==> config.mk <==
export PLATFORM = sky130hd
export DESIGN_NAME = tcrq_ram
export DESIGN_NICKNAME = d
export VERILOG_FILES = /design/src/sv/tcrq_ram.sv
export SDC_FILE = /design/constraint.sdc
export NUM_CORES = 1
export LEC_CHECK = 0
export BUFFER_PORTS_ARGS = -buffer_cell sky130_fd_sc_hd__buf_2
export CAP_MARGIN = 20
export CELL_PAD_IN_SITES_DETAIL_PLACEMENT = 1
export CELL_PAD_IN_SITES_GLOBAL_PLACEMENT = 1
export CORE_MARGIN = 4
export CORE_UTILIZATION = 40
export CTS_CLUSTER_DIAMETER = 100
export DETAILED_ROUTE_END_ITERATION = 8
export HOLD_SLACK_MARGIN = 0.15
export PLACE_DENSITY_LB_ADDON = 0.1
export SETUP_SLACK_MARGIN = 0.05
export SLEW_MARGIN = 20
export SYNTH_ARGS = -nofsm -noshare
export SYNTH_HDL_FRONTEND = slang
export SYNTH_SLANG_ARGS = --single-unit
==> constraint.sdc <==
create_clock -name clk_i -period 2.16 [get_ports clk_i]
set_input_delay 0.216 -clock clk_i [delete_from_list [all_inputs] [get_ports clk_i]]
set_output_delay 0.216 -clock clk_i [all_outputs]
set_load 0.05 [all_outputs]
==> src/sv/tcrq_ram.sv <==
// Generic single-write, single-read memory with registered read data.
// No package dependency.
`timescale 1ns / 1ps
`default_nettype none

module tcrq_ram #(
  parameter int DEPTH = 32,
  parameter int WIDTH = 8,
  parameter int AW    = (DEPTH > 1) ? $clog2(DEPTH) : 1
) (
  input  wire logic             clk_i,
  input  wire logic             we_i,
  input  wire logic [AW-1:0]    waddr_i,
  input  wire logic [WIDTH-1:0] wdata_i,
  input  wire logic             re_i,
  input  wire logic [AW-1:0]    raddr_i,
  output logic      [WIDTH-1:0] rdata_o
);

  logic [WIDTH-1:0] mem [DEPTH];

  // Write port
  always_ff @(posedge clk_i) begin
    if (we_i) begin
      mem[waddr_i] <= wdata_i;
    end
  end

  // Registered read port
  always_ff @(posedge clk_i) begin
    if (re_i) begin
      rdata_o <= mem[raddr_i];
    end
  end

endmodule

`default_nettype wire

==> impl_metrics.yaml <==
place:
  io_buffers: 28
  placed_cell_area_um2: 11000
  dp_hpwl_um: 14300
  place_congestion: 0.705
global_routing:
  grt.overflow.total: 0
  grt_pass1_vias: 4936
  grt_pass1_wl_um: 33600
  track_usage_pct: 16.2
  grt_max_degree: 33
  antenna_found_initial: 0
route:
  ant_nets: 0
  drc: 0
  drt_iter0_markers: 381
  firstDrtPassIters: 4
  vias: 4571
  viasPerCell: 5.42
  wl_per_cell_um: 26.4
  drt-total-wl_um: 22200
run:
  maxCapViolations: 0
worst_setup_path:
  r2r-start: "mem[31][2]$_DFFE_PP_"
  critPathArrivalTime_ns: 2.23
  end_kind: "flop"
  rrSetupSlack_ns: 0.20
  crit_required_ns: 2.43
  cp_max_fo: 1
  critPathKind: "reg -> reg"
  crit_start: "mem[31][2]$_DFFE_PP_"
  cp-start-kind: "flop"
floorplan:
  dieArea_um2: 27900
  start_util_pct: 41.2
  top_level_ports: 29
  die_h_um: 167
  core_um2: 24600
  rows: 57
  die_w_um: 167
cts:
  clk_pin_slew_worst_paths_ns: 0.06
  cts_buffers: 27
  h-tree-depth: 1
  clock_path_buffers: 3
  clkLatencyLatePin_ns: 0.53
  cts_tree: "yes"
  clockRootBuffer: "clkbuf_16"
  cts_sinks: 264
yosys:
  syn-num-nets: 438
  netlist_instances: 417
  synth.avg_cell_area_um2: 24.3
  yosysUniqueCellTypes: 14
  synth_seq_cells: 264
  yosysWarnings: 0
  seq_area_frac_synth_pct: 78.2
  synth_area_um2: 10100
status:
  status: "completed"
finish:
  area_growth_pct: 17.2
  antenna_cells: 0
  final_cell_area_um2: 11900
  final_cell_mix: "edfxtp_1 (264), mux4_2 (80), buf_4 (36), nor2_1 (33)"
  fin_nets: 520
  drive_above_1_share_pct: 38.3
  nFillCells: 2194
  final_common_cell: "edfxtp_1"
pwr:
  total_power_w: 0.0108
  leakagePower_nw: 3.78
  p_per_area_nw_per_um2: 912
  max-vdd-ir-drop_v: 0.000494
timing:
  setup_viol: 0
  max_freq_ghz: 0.510
  tightest_slew_ns: 0.660
  skew_ns: 0.0101
  slew-limit-headroom_pct: 56.0
  finalCritPeriodShare_pct: 90.7
  finalMaxSlewViolations: 0
  rsz0062_at_grt: "false"
  finalHoldViolCount: 0
  min_period_ns: 1.96
hold_path:
  holdCritPathClass: "in -> reg"
  hp-start: "raddr_i[3]"
cell families after synthesis:
kind of cell | synth area share (%)
multiplexers | 18.7
flip-flops | 78.2
AND/OR/NAND/NOR | 2.05
buffers and inverters | 1.05
per-stage QoR:
stage	TNS, ns	setup WS (ns)	instances	utilization [%]	hold WS, ns
6_report	0	0.201	843	48.3	0.191
3_5_place_dp	-1.10	-0.181	793	44.8	0.591
3_3_place_gp	-1.06	-0.174	793	44.8	0.591
2_1_floorplan	0	0.119	417	-	0.315
5_1_grt	0	0.138	843	48.3	0.186
4_1_cts	0	0.192	843	48.3	0.168
critical path, cell delays in order, from the launching register on:
cell and delay (ns):
edfxtp_1 0.37, mux4_2 0.53, mux4_2 0.52, mux2_2 0.29
layer usage:
layer  GRT usage (%)  vias up  share of wire, %
li1                -     1952                 -
met5               0        -                 0
met3            2.50       24               4.8
met4            3.11        0               1.2
met2            23.8      101                46
met1            26.3     2494                48
report_power, final:
| group | leakage (nW) | switching, W | total [W] | internal (W) |
|---|---|---|---|---|
| Sequential | 2.38 | 0.0000240 | 0.00574 | 0.00572 |
| Combinational | 0.981 | 0.000360 | 0.000621 | 0.000261 |
| Clock | 0.418 | 0.00183 | 0.00447 | 0.00264 |
flip-flops by register name, summed over array words and instances (netlist names):
register / count
rdata_o: 8
mem: 256
worst paths after layout:
| path | to | cells after the start |
|---|---|---|
| max | rdata_o[2]$_DFFE_PP_ | 3 |
| max reg2reg | rdata_o[2]$_DFFE_PP_ | 3 |
| min | rdata_o[0]$_DFFE_PP_ | 2 |
| min reg2reg | rdata_o[0]$_DFFE_PP_ | 3 |
synthesized netlist by cell type:
cell type  instances  area [um^2]
buf_1              6         22.5
buf_2              1         5.00
buf_4              6         45.0
buf_6              1         11.3
clkbuf_1           6         22.5
edfxtp_1         264         7930
mux2_2             8         90.1
mux4_2            80         1800
nand2_1            1         3.75
nand3_1            2         10.0
nand3b_1           5         37.5
nor2_1            33          124
or3_1              1         6.26
or3b_2             3         26.3
layout make-up:
cell class              instances  area (um^2)  area share (%)
flip-flops and latches        264         7930            66.8
clock buffers                  32          694            5.85
clock inverters                17          154            1.30
repair buffers                 73          596            5.01
multi-input cells             133         2100            17.7
well taps                     324          405            3.41
repair_timing:
item	CTS	global route
hold buffers	1	0
gates resized for setup	0	0
endpoints found under the hold margin	8	0
setup buffers	0	0
Power figures use the tool's default switching activity.
