[config.mk]
export PLATFORM = sky130hd
export DESIGN_NAME = tcrq_seq
export DESIGN_NICKNAME = d
export VERILOG_FILES = /design/src/sv/tcrq_pkg.sv /design/src/sv/tcrq_seq.sv
export SDC_FILE = /design/constraint.sdc
export NUM_CORES = 1
export LEC_CHECK = 0
export BUFFER_PORTS_ARGS = -buffer_cell sky130_fd_sc_hd__buf_2
export CORE_MARGIN = 2
export CORE_UTILIZATION = 40
export CTS_BUF_LIST = sky130_fd_sc_hd__clkbuf_8
export DETAILED_ROUTE_END_ITERATION = 6
export PLACE_DENSITY = 0.69
export SYNTH_ARGS = -nofsm -noshare
export SYNTH_HDL_FRONTEND = slang
export SYNTH_SLANG_ARGS = --single-unit
[constraint.sdc]
create_clock -name clk_i -period 4.2 [get_ports clk_i]
set_clock_uncertainty 0.1 [all_clocks]
set_input_delay 0.84 -clock clk_i [delete_from_list [all_inputs] [get_ports clk_i]]
set_output_delay 0.84 -clock clk_i [all_outputs]
set_load 0.01 [all_outputs]
[src/sv/tcrq_pkg.sv]
// Package for the three-class report queue: sizes, codes, payload structs
// and the control structs shared between the top level and its sequencer.
// No dependencies.
`timescale 1ns / 1ps
`default_nettype none

package tcrq_pkg;

  // Queue geometry
  localparam int PRIO_DEPTH   = 4;
  localparam int TRANS_DEPTH  = 16;
  localparam int REPORT_BYTES = 32;

  localparam int PRIO_PW  = (PRIO_DEPTH > 1) ? $clog2(PRIO_DEPTH) : 1;
  localparam int PRIO_SW  = PRIO_PW + 1;
  localparam int PRIO_CW  = $clog2(PRIO_DEPTH + 1);
  localparam int TRANS_PW = (TRANS_DEPTH > 1) ? $clog2(TRANS_DEPTH) : 1;
  localparam int TRANS_SW = TRANS_PW + 1;
  localparam int TRANS_CW = $clog2(TRANS_DEPTH + 1);

  localparam int CUR_W = $clog2(REPORT_BYTES + 1);
  localparam int IDX_W = (REPORT_BYTES > 1) ? $clog2(REPORT_BYTES) : 1;

  localparam int PRIO_WORDS  = PRIO_DEPTH * REPORT_BYTES;
  localparam int TRANS_WORDS = TRANS_DEPTH * REPORT_BYTES;
  localparam int PRIO_AW     = (PRIO_WORDS > 1) ? $clog2(PRIO_WORDS) : 1;
  localparam int TRANS_AW    = (TRANS_WORDS > 1) ? $clog2(TRANS_WORDS) : 1;

  // Fixed field widths
  localparam int LEN_W  = 6;
  localparam int DROP_W = 16;
  localparam logic [DROP_W-1:0] DROP_MAX = '1;

  // Request codes
  localparam logic [1:0] REQ_ENQUEUE  = 2'd0;
  localparam logic [1:0] REQ_TAKE     = 2'd1;
  localparam logic [1:0] REQ_READY    = 2'd2;
  localparam logic [1:0] REQ_CLASSIFY = 2'd3;

  // Report class codes
  localparam logic [1:0] CLASS_PRIO  = 2'd0;
  localparam logic [1:0] CLASS_TRANS = 2'd1;

  // Classify answers
  localparam logic [1:0] CLS_NONE       = 2'd0;
  localparam logic [1:0] CLS_TRANSITION = 2'd1;
  localparam logic [1:0] CLS_CONTINUOUS = 2'd2;

  typedef enum logic [1:0] {
    TGT_PRIO,
    TGT_TRANS,
    TGT_CONT,
    TGT_DISCARD
  } tgt_e;

  typedef enum logic {
    SEQ_IDLE,
    SEQ_STREAM
  } seq_state_e;

  typedef struct packed {
    logic [1:0]  req_type;
    logic [1:0]  report_class;
    logic [7:0]  data_byte;
    logic        byte_last;
    logic [7:0]  id_tag;
    logic [31:0] button_bits;
    logic [7:0]  left_pull;
    logic [7:0]  right_pull;
  } req_t;

  typedef struct packed {
    logic             success;
    logic [7:0]       out_byte;
    logic [7:0]       out_tag;
    logic [LEN_W-1:0] frame_length;
    logic             run_last;
    logic [1:0]       class_out;
  } rsp_t;

  // Start of a stream-out run
  typedef struct packed {
    logic             go;
    logic [CUR_W-1:0] len;
  } seq_cmd_t;

  // Sequencer status, one read per cycle while streaming
  typedef struct packed {
    logic             busy;
    logic             rd_en;
    logic             rd_last;
    logic [IDX_W-1:0] rd_idx;
  } seq_stat_t;

endpackage

`default_nettype wire

[src/sv/tcrq_seq.sv]
// Stream-out sequencer: steps a byte index over one stored report.
// Depends on tcrq_pkg.
`timescale 1ns / 1ps
`default_nettype none

module tcrq_seq
  import tcrq_pkg::*;
(
  input  wire logic      clk_i,
  input  wire logic      rst_ni,
  input  wire seq_cmd_t  cmd_i,
  output seq_stat_t      stat_o
);

  seq_state_e       state_q, state_d;
  logic [IDX_W-1:0] idx_q, idx_d;
  logic [CUR_W-1:0] len_q, len_d;
  logic             at_last;

  assign at_last = (CUR_W'(idx_q) == (len_q - CUR_W'(1)));

  // Next state
  always_comb begin
    state_d = state_q;
    case (state_q)
      SEQ_IDLE: begin
        if (cmd_i.go) begin
          state_d = SEQ_STREAM;
        end
      end
      SEQ_STREAM: begin
        if (at_last) begin
          state_d = SEQ_IDLE;
        end
      end
      default: state_d = SEQ_IDLE;
    endcase
  end

  // Index and length
  always_comb begin
    idx_d = idx_q;
    len_d = len_q;
    if (state_q == SEQ_IDLE && cmd_i.go) begin
      idx_d = '0;
      len_d = cmd_i.len;
    end else if (state_q == SEQ_STREAM) begin
      idx_d = idx_q + IDX_W'(1);
    end
  end

  // Outputs
  always_comb begin
    stat_o.busy    = 1'b0;
    stat_o.rd_en   = 1'b0;
    stat_o.rd_last = 1'b0;
    stat_o.rd_idx  = idx_q;
    case (state_q)
      SEQ_IDLE: begin
        stat_o.busy = 1'b0;
      end
      SEQ_STREAM: begin
        stat_o.busy    = 1'b1;
        stat_o.rd_en   = 1'b1;
        stat_o.rd_last = at_last;
      end
      default: stat_o.busy = 1'b0;
    endcase
  end

  always_ff @(posedge clk_i or negedge rst_ni) begin
    if (!rst_ni) begin
      state_q <= SEQ_IDLE;
      idx_q   <= '0;
      len_q   <= '0;
    end else begin
      state_q <= state_d;
      idx_q   <= idx_d;
      len_q   <= len_d;
    end
  end

endmodule

`default_nettype wire

==> results of run 1 <==
==> per-stage QoR <==
| stage | hold WS, ps | std cells | util [%] |
|---|---|---|---|
| floorplan | 388 | 60 | - |
| global placement | 415 | 88 | 48.4 |
| detailed placement | 424 | 88 | 48.4 |
| CTS | 376 | 91 | 51.1 |
| global route | 392 | 91 | 51.1 |
| finish | 366 | 91 | 51.1 |
==> synth_stat cells <==
cell	number	share of area (%)
inv_1	2	1.1
xnor2_1	5	6.6
mux2_2	5	8.5
nand4_1	2	1.9
xnor3_1	1	3.4
nand2b_1	1	0.95
nor3b_1	1	1.1
a21oi_1	1	0.76
buf_4	2	2.3
a22o_1	1	1.3
nand3_1	2	1.5
nor2b_1	2	1.9
nand2_1	4	2.3
or4_1	1	1.1
nor3_1	1	0.76
clkbuf_1	2	1.1
a2111oi_2	1	2.3
o21ai_0	5	3.8
or3b_1	1	1.3
o21bai_1	1	1.1
ha_1	2	3.8
dfrtp_1	12	46
nor2_1	2	1.1
mux2i_1	1	1.5
xor2_1	2	2.7
==> cell families (layout without fill, tap and decap cells) <==
logic type	after synthesis	in the layout	share of synthesized area (%)
flops	12	12	45.5
compound gates	9	9	9.30
buf+inv	6	21	4.55
fa+ha+maj	2	2	3.79
xor+xnor	8	8	12.7
simple gates	17	17	14.0
mux	6	6	10.1
==> layer usage <==
metal	part of all wire [%]	vias to the layer above	wire length, um
met2	46	12	555
met5	0	-	0
met4	2.7	0	33
li1	-	241	-
met1	47	232	567
met3	4.5	5	54
==> registers in the layout (all words and copies together), names as in the netlist <==
signal	cells
idx_q	5
state_q	1
len_q	6
==> critical path, delay by kind of cell, from the launching register on <==
kind,cells,cell delay (ps)
buf+inv,1,200
flops,1,410
simple gates,2,950
compound gates,1,410
==> report_power, final <==
| part | internal [mW] | total (mW) | leakage, nW | switching, mW |
|---|---|---|---|---|
| registers | 0.175 | 0.255 | 0.141 | 0.0800 |
| clock network | 0.0631 | 0.104 | 0.0216 | 0.0408 |
| logic | 0.170 | 0.302 | 0.184 | 0.132 |
==> layout make-up <==
class                   count  area [um2]  area share [%]
repair buffers             16        80.1            10.3
clock buffers               3        41.3            5.31
multi-input cells          42         329            42.3
flip-flops and latches     12         300            38.6
inverters                   2        7.51           0.965
well taps                  16        20.0            2.57
==> how the worst min path moves through the flow <==
stage	slack (ps)	endpoint	depth (start not counted)	startpoint
final	370	idx_q[1]	1	rst_ni
after CTS	380	idx_q[1]	1	rst_ni
after global placement	420	idx_q[4]	1	idx_q[4]
after floorplan	390	len_q[5]	1	len_q[5]
after detailed placement	420	idx_q[4]	1	idx_q[4]
after global routing	390	idx_q[1]	1	rst_ni
==> impl_metrics.yaml, run 1 <==
global_route:
  groute.layer.met2.usage_pct: 22.6
  grt_max_degree: 14
  grt_use_met1_pct: 20.6
  grt_use_total_pct: 15.7
  antenna_found_initial: 0
  grtUsageMet3_pct: 3.67
  first_global_vias: 475
  grt_pass1_wl_um: 2160
  grt_remaining_overflow: 0
  grt_busiest_layer: "met2"
clock_tree:
  clk_latency_ps: 240
  path_clk_slew_ps: 50
  numCtsBuffers: 3
  htree_levels: 1
  cts_hold_buf: 0
  cts_root_buffer: "clkbuf_8"
  cts_tree: "done"
  ctsResizeCount: 0
  clock_sinks: 12
  cts_setup_buffers: 0
  clockBufferDepth: 2
floorplanning:
  io_pins: 17
  rows: 14
  die_width_um: 44.6
  initial_utilization_pct: 43.3
  die_y_um: 44.6
  dieArea_um2: 1990
  core_area_um2: 1520
worst_setup_path:
  required_ps: 3260
  start_kind: "register"
  critPathCaptureType: "output port"
  slowest_stage: "or4_1"
  cp-endpoint: "stat_o[5]"
  rr_endpoint: "state_q"
  r2r_cells: 4
  regToRegSetupSlack_ps: 2120
  crit_fanout: 4
  crit_start: "len_q[0]"
  crit_path_max_incr_delay_ps: 550
  arrival_ps: 2210
  path_cells: "or4_1, or3b_1, a2111oi_2, buf_2"
  setup.worst_path.class: "register to output port"
  r2r-start: "len_q[0]"
placed_design:
  io_buffers: 16
  place.gp.congestion: 0.762
  placed_area_um2: 737
  place_hpwl_um: 910
  pre_cts_ws_ps: 1300
sta:
  rsz0062_at_grt: "no"
  tightest_slew_ps: 559
  finalSetupTns_ps: 0
  final.min_clock_period_ps: 3150
  max_freq_ghz: 0.318
  drv_slew: 0
  finalSetupViolations: 0
  min_period_over_period_pct: 74.9
  worst_slack_ps: 1050
  slew_headroom_pct: 62.7
  hold_viol: 0
route:
  drc: 0
  num_vias: 490
  wl_um: 1210
  first_pass_iters: 5
  drt_iter0_drc: 5
  post_drt_wl_per_cell_um: 13.3
  viasPerCell: 5.38
  ant_nets: 0
yosys:
  ys_ff_latch: 12
  synth_cell_types: 25
  avgSynthCellArea_um2: 11.0
  synth_area_um2: 659
  ys_seq_area_share_pct: 45.5
  synthCells: 60
  yosysWarnings: 0
  synth_nets: 71
final_layout:
  syn_to_final_growth_pct: 18.0
  layout_common_cells: "buf_2 (16), dfrtp_1 (12), xnor2_1 (5), mux2_2 (5), o21ai_0 (5)"
  fin_area_um2: 778
  layout_commonest_cell: "buf_2"
  nets: 88
  layout-drive-gt1-share_pct: 33.3
  num_antenna_cells: 0
  fillCellCount: 142
pwr:
  irDropWorstVdd_mv: 0.395
  leakage_nw: 0.347
  p_total_mw: 0.660
  powerDensity_nw_per_um2: 849
flow_run:
  cap_viol_max_count: 0
status:
  status: "completed"
worst_hold_path:
  min_path_type: "input pin to async pin"
Note: power is estimated with default switching activity, not from simulation.
==> inputs of run 2 (changes only) <==
--- a/config.mk
+++ b/config.mk
@@ -10,7 +10,7 @@
 export CORE_UTILIZATION = 40
 export CTS_BUF_LIST = sky130_fd_sc_hd__clkbuf_8
 export DETAILED_ROUTE_END_ITERATION = 6
-export PLACE_DENSITY = 0.69
+export PLACE_DENSITY = 0.72
 export SYNTH_ARGS = -nofsm -noshare
 export SYNTH_HDL_FRONTEND = slang
 export SYNTH_SLANG_ARGS = --single-unit
==> constraint.sdc (replaced) <==
create_clock -name clk_i -period 2.6 [get_ports clk_i]
set_clock_uncertainty 0.1 [all_clocks]
set_input_delay 0.52 -clock clk_i [delete_from_list [all_inputs] [get_ports clk_i]]
set_output_delay 0.52 -clock clk_i [all_outputs]
set_load 0.01 [all_outputs]
==> impl_metrics.yaml, run 2 (same netlist as run 1, synthesis figures left out) <==
status:
  status: "finished, violations left"
  violations: "negative setup slack"
route:
  viasPerCell: 5.32
  drt_iter0_drc: 5
  wl_um: 1300
  num_vias: 500
  first_pass_iters: 2
  ant_nets: 0
  post_drt_wl_per_cell_um: 13.9
  drc: 0
worst_setup_path:
  path_cells: "or4_4, or3b_4, a2111oi_4, buf_2"
  required_ps: 1980
  setup.worst_path.class: "register to output port"
  cp_top_family: "simple AND/OR/NAND/NOR gates"
  start_kind: "register"
  crit_fanout: 2
  critPathCaptureType: "output port"
  path_buf_inv: 1
  arrival_ps: 2060
  crit_path_max_incr_delay_ps: 530
  slowest_stage: "or4_4"
pwr:
  irDropWorstVdd_mv: 0.688
  switching_power_mw: 0.452
  p_total_mw: 1.15
  powerDensity_nw_per_um2: 1400
  p_seq_share_pct: 34.7
  p_comb_share_pct: 50.6
  p_int_mw: 0.698
  sw_frac_of_total_pct: 39.3
  pwr-share-clk_pct: 14.6
  leakage_nw: 0.366
final_layout:
  fillCellCount: 136
  final_cells: 94
  syn_to_final_growth_pct: 24.3
  nets: 91
  layout_commonest_cell: "buf_2"
  layout-drive-gt1-share_pct: 38.5
  num_antenna_cells: 0
  fin_area_um2: 820
  largest_register_ffs: 6
  largest_registers: "len_q (6), idx_q (5), state_q (1)"
  top_register: "len_q"
  layout_common_cells: "buf_2 (16), dfrtp_1 (12), xnor2_1 (5), mux2_2 (5), o21ai_0 (5)"
  utilization_pct: 53.8
placed_design:
  place.gp.congestion: 0.754
  place_hpwl_um: 938
  io_buffers: 16
  dp_cells: 90
  placed_area_um2: 752
  pre_cts_ws_ps: 65.8
sta:
  slew_headroom_pct: 58.2
  hold_viol: 0
  rsz0062_at_grt: "yes"
  final.min_clock_period_ps: 2680
  worst_slack_ps: -85.0
  min_period_over_period_pct: 103
  drv_slew: 0
  hold_ws_ps: 51.3
  max_freq_ghz: 0.372
  finalSetupViolations: 1
  finalSetupTns_ps: -85.0
  tightest_slew_ps: 626
global_route:
  grt_use_total_pct: 16.1
  antenna_found_initial: 0
  grt_pass1_wl_um: 2320
  first_global_vias: 503
  grt_remaining_overflow: 0
  grt_max_degree: 14
clock_tree:
  path_clk_slew_ps: 60
  htree_levels: 1
  cts_tree: "done"
  clock_sinks: 12
  clockBufferDepth: 2
  clk_latency_ps: 240
  cts_hold_buf: 0
  cts_root_buffer: "clkbuf_8"
  numCtsBuffers: 3
floorplanning:
  die_width_um: 44.6
  initial_utilization_pct: 43.3
  io_pins: 17
  core_area_um2: 1520
  die_y_um: 44.6
  dieArea_um2: 1990
  rows: 14
worst_hold_path:
  min_path_type: "input pin to async pin"
flow_run:
  cap_viol_max_count: 0
## run 2: cell count changes in the layout (fill, tap and decap cells not counted), sizes merged
cell,change
buf,+3
## run 2: final cells by class
type                       count  area, um2  share of cell area (%)
multi-input combinational     42        348                    42.4
inverter                       2       7.51                   0.916
timing repair buffer          19        103                    12.5
sequential                    12        300                    36.6
clock buffer                   3       41.3                    5.04
tap                           16       20.0                    2.44
## run 2: worst paths after layout
check,startpoint,endpoint,slack [ps],depth (start not counted)
setup / recovery,len_q[0],stat_o[5],-80,4
hold / removal,rst_ni,len_q[3],50,1
setup reg to reg,len_q[0],state_q,550,5
hold reg to reg,idx_q[4],idx_q[4],420,1
max in group asynchronous,rst_ni,idx_q[2],2130,1
min in group clk_i,cmd_i[1],len_q[1],380,3
## run 2: layer usage
layer  GRT usage (%)  routed length, um  share of wire, %  up-vias
met1            21.8                637                49      244
met2            25.2                629                48        8
met3            2.45                 26               2.0        2
li1                -                  -                 -      246
met5               0                  0                 0        -
met4            7.27                 11              0.84        0
## run 2: timing repair
item,4_1_cts,5_1_grt
cloned,0,0
resized for setup,3,0
buffers inserted,1,0
setup endpoints to repair,1,1
endpoints found under the hold margin,0,0
pin swaps,2,0
## run 2: power by group through the flow
stage / Clock [mW] / Combinational, mW / Sequential [mW]
2_1_floorplan: 0 / 0.391 / 0.394
3_3_place_gp: 0 / 0.514 / 0.389
3_5_place_dp: 0 / 0.527 / 0.399
4_1_cts: 0.167 / 0.578 / 0.399
5_1_grt: 0.182 / 0.635 / 0.421
6_report: 0.168 / 0.583 / 0.400
## run 2: worst register-to-register path, stage by stage, from the launching register on
cell and delay [ps]:
dfrtp_1 370, or4_4 530, or3b_4 400, a2111oi_4 330, buf_4 160, nor2_1 30
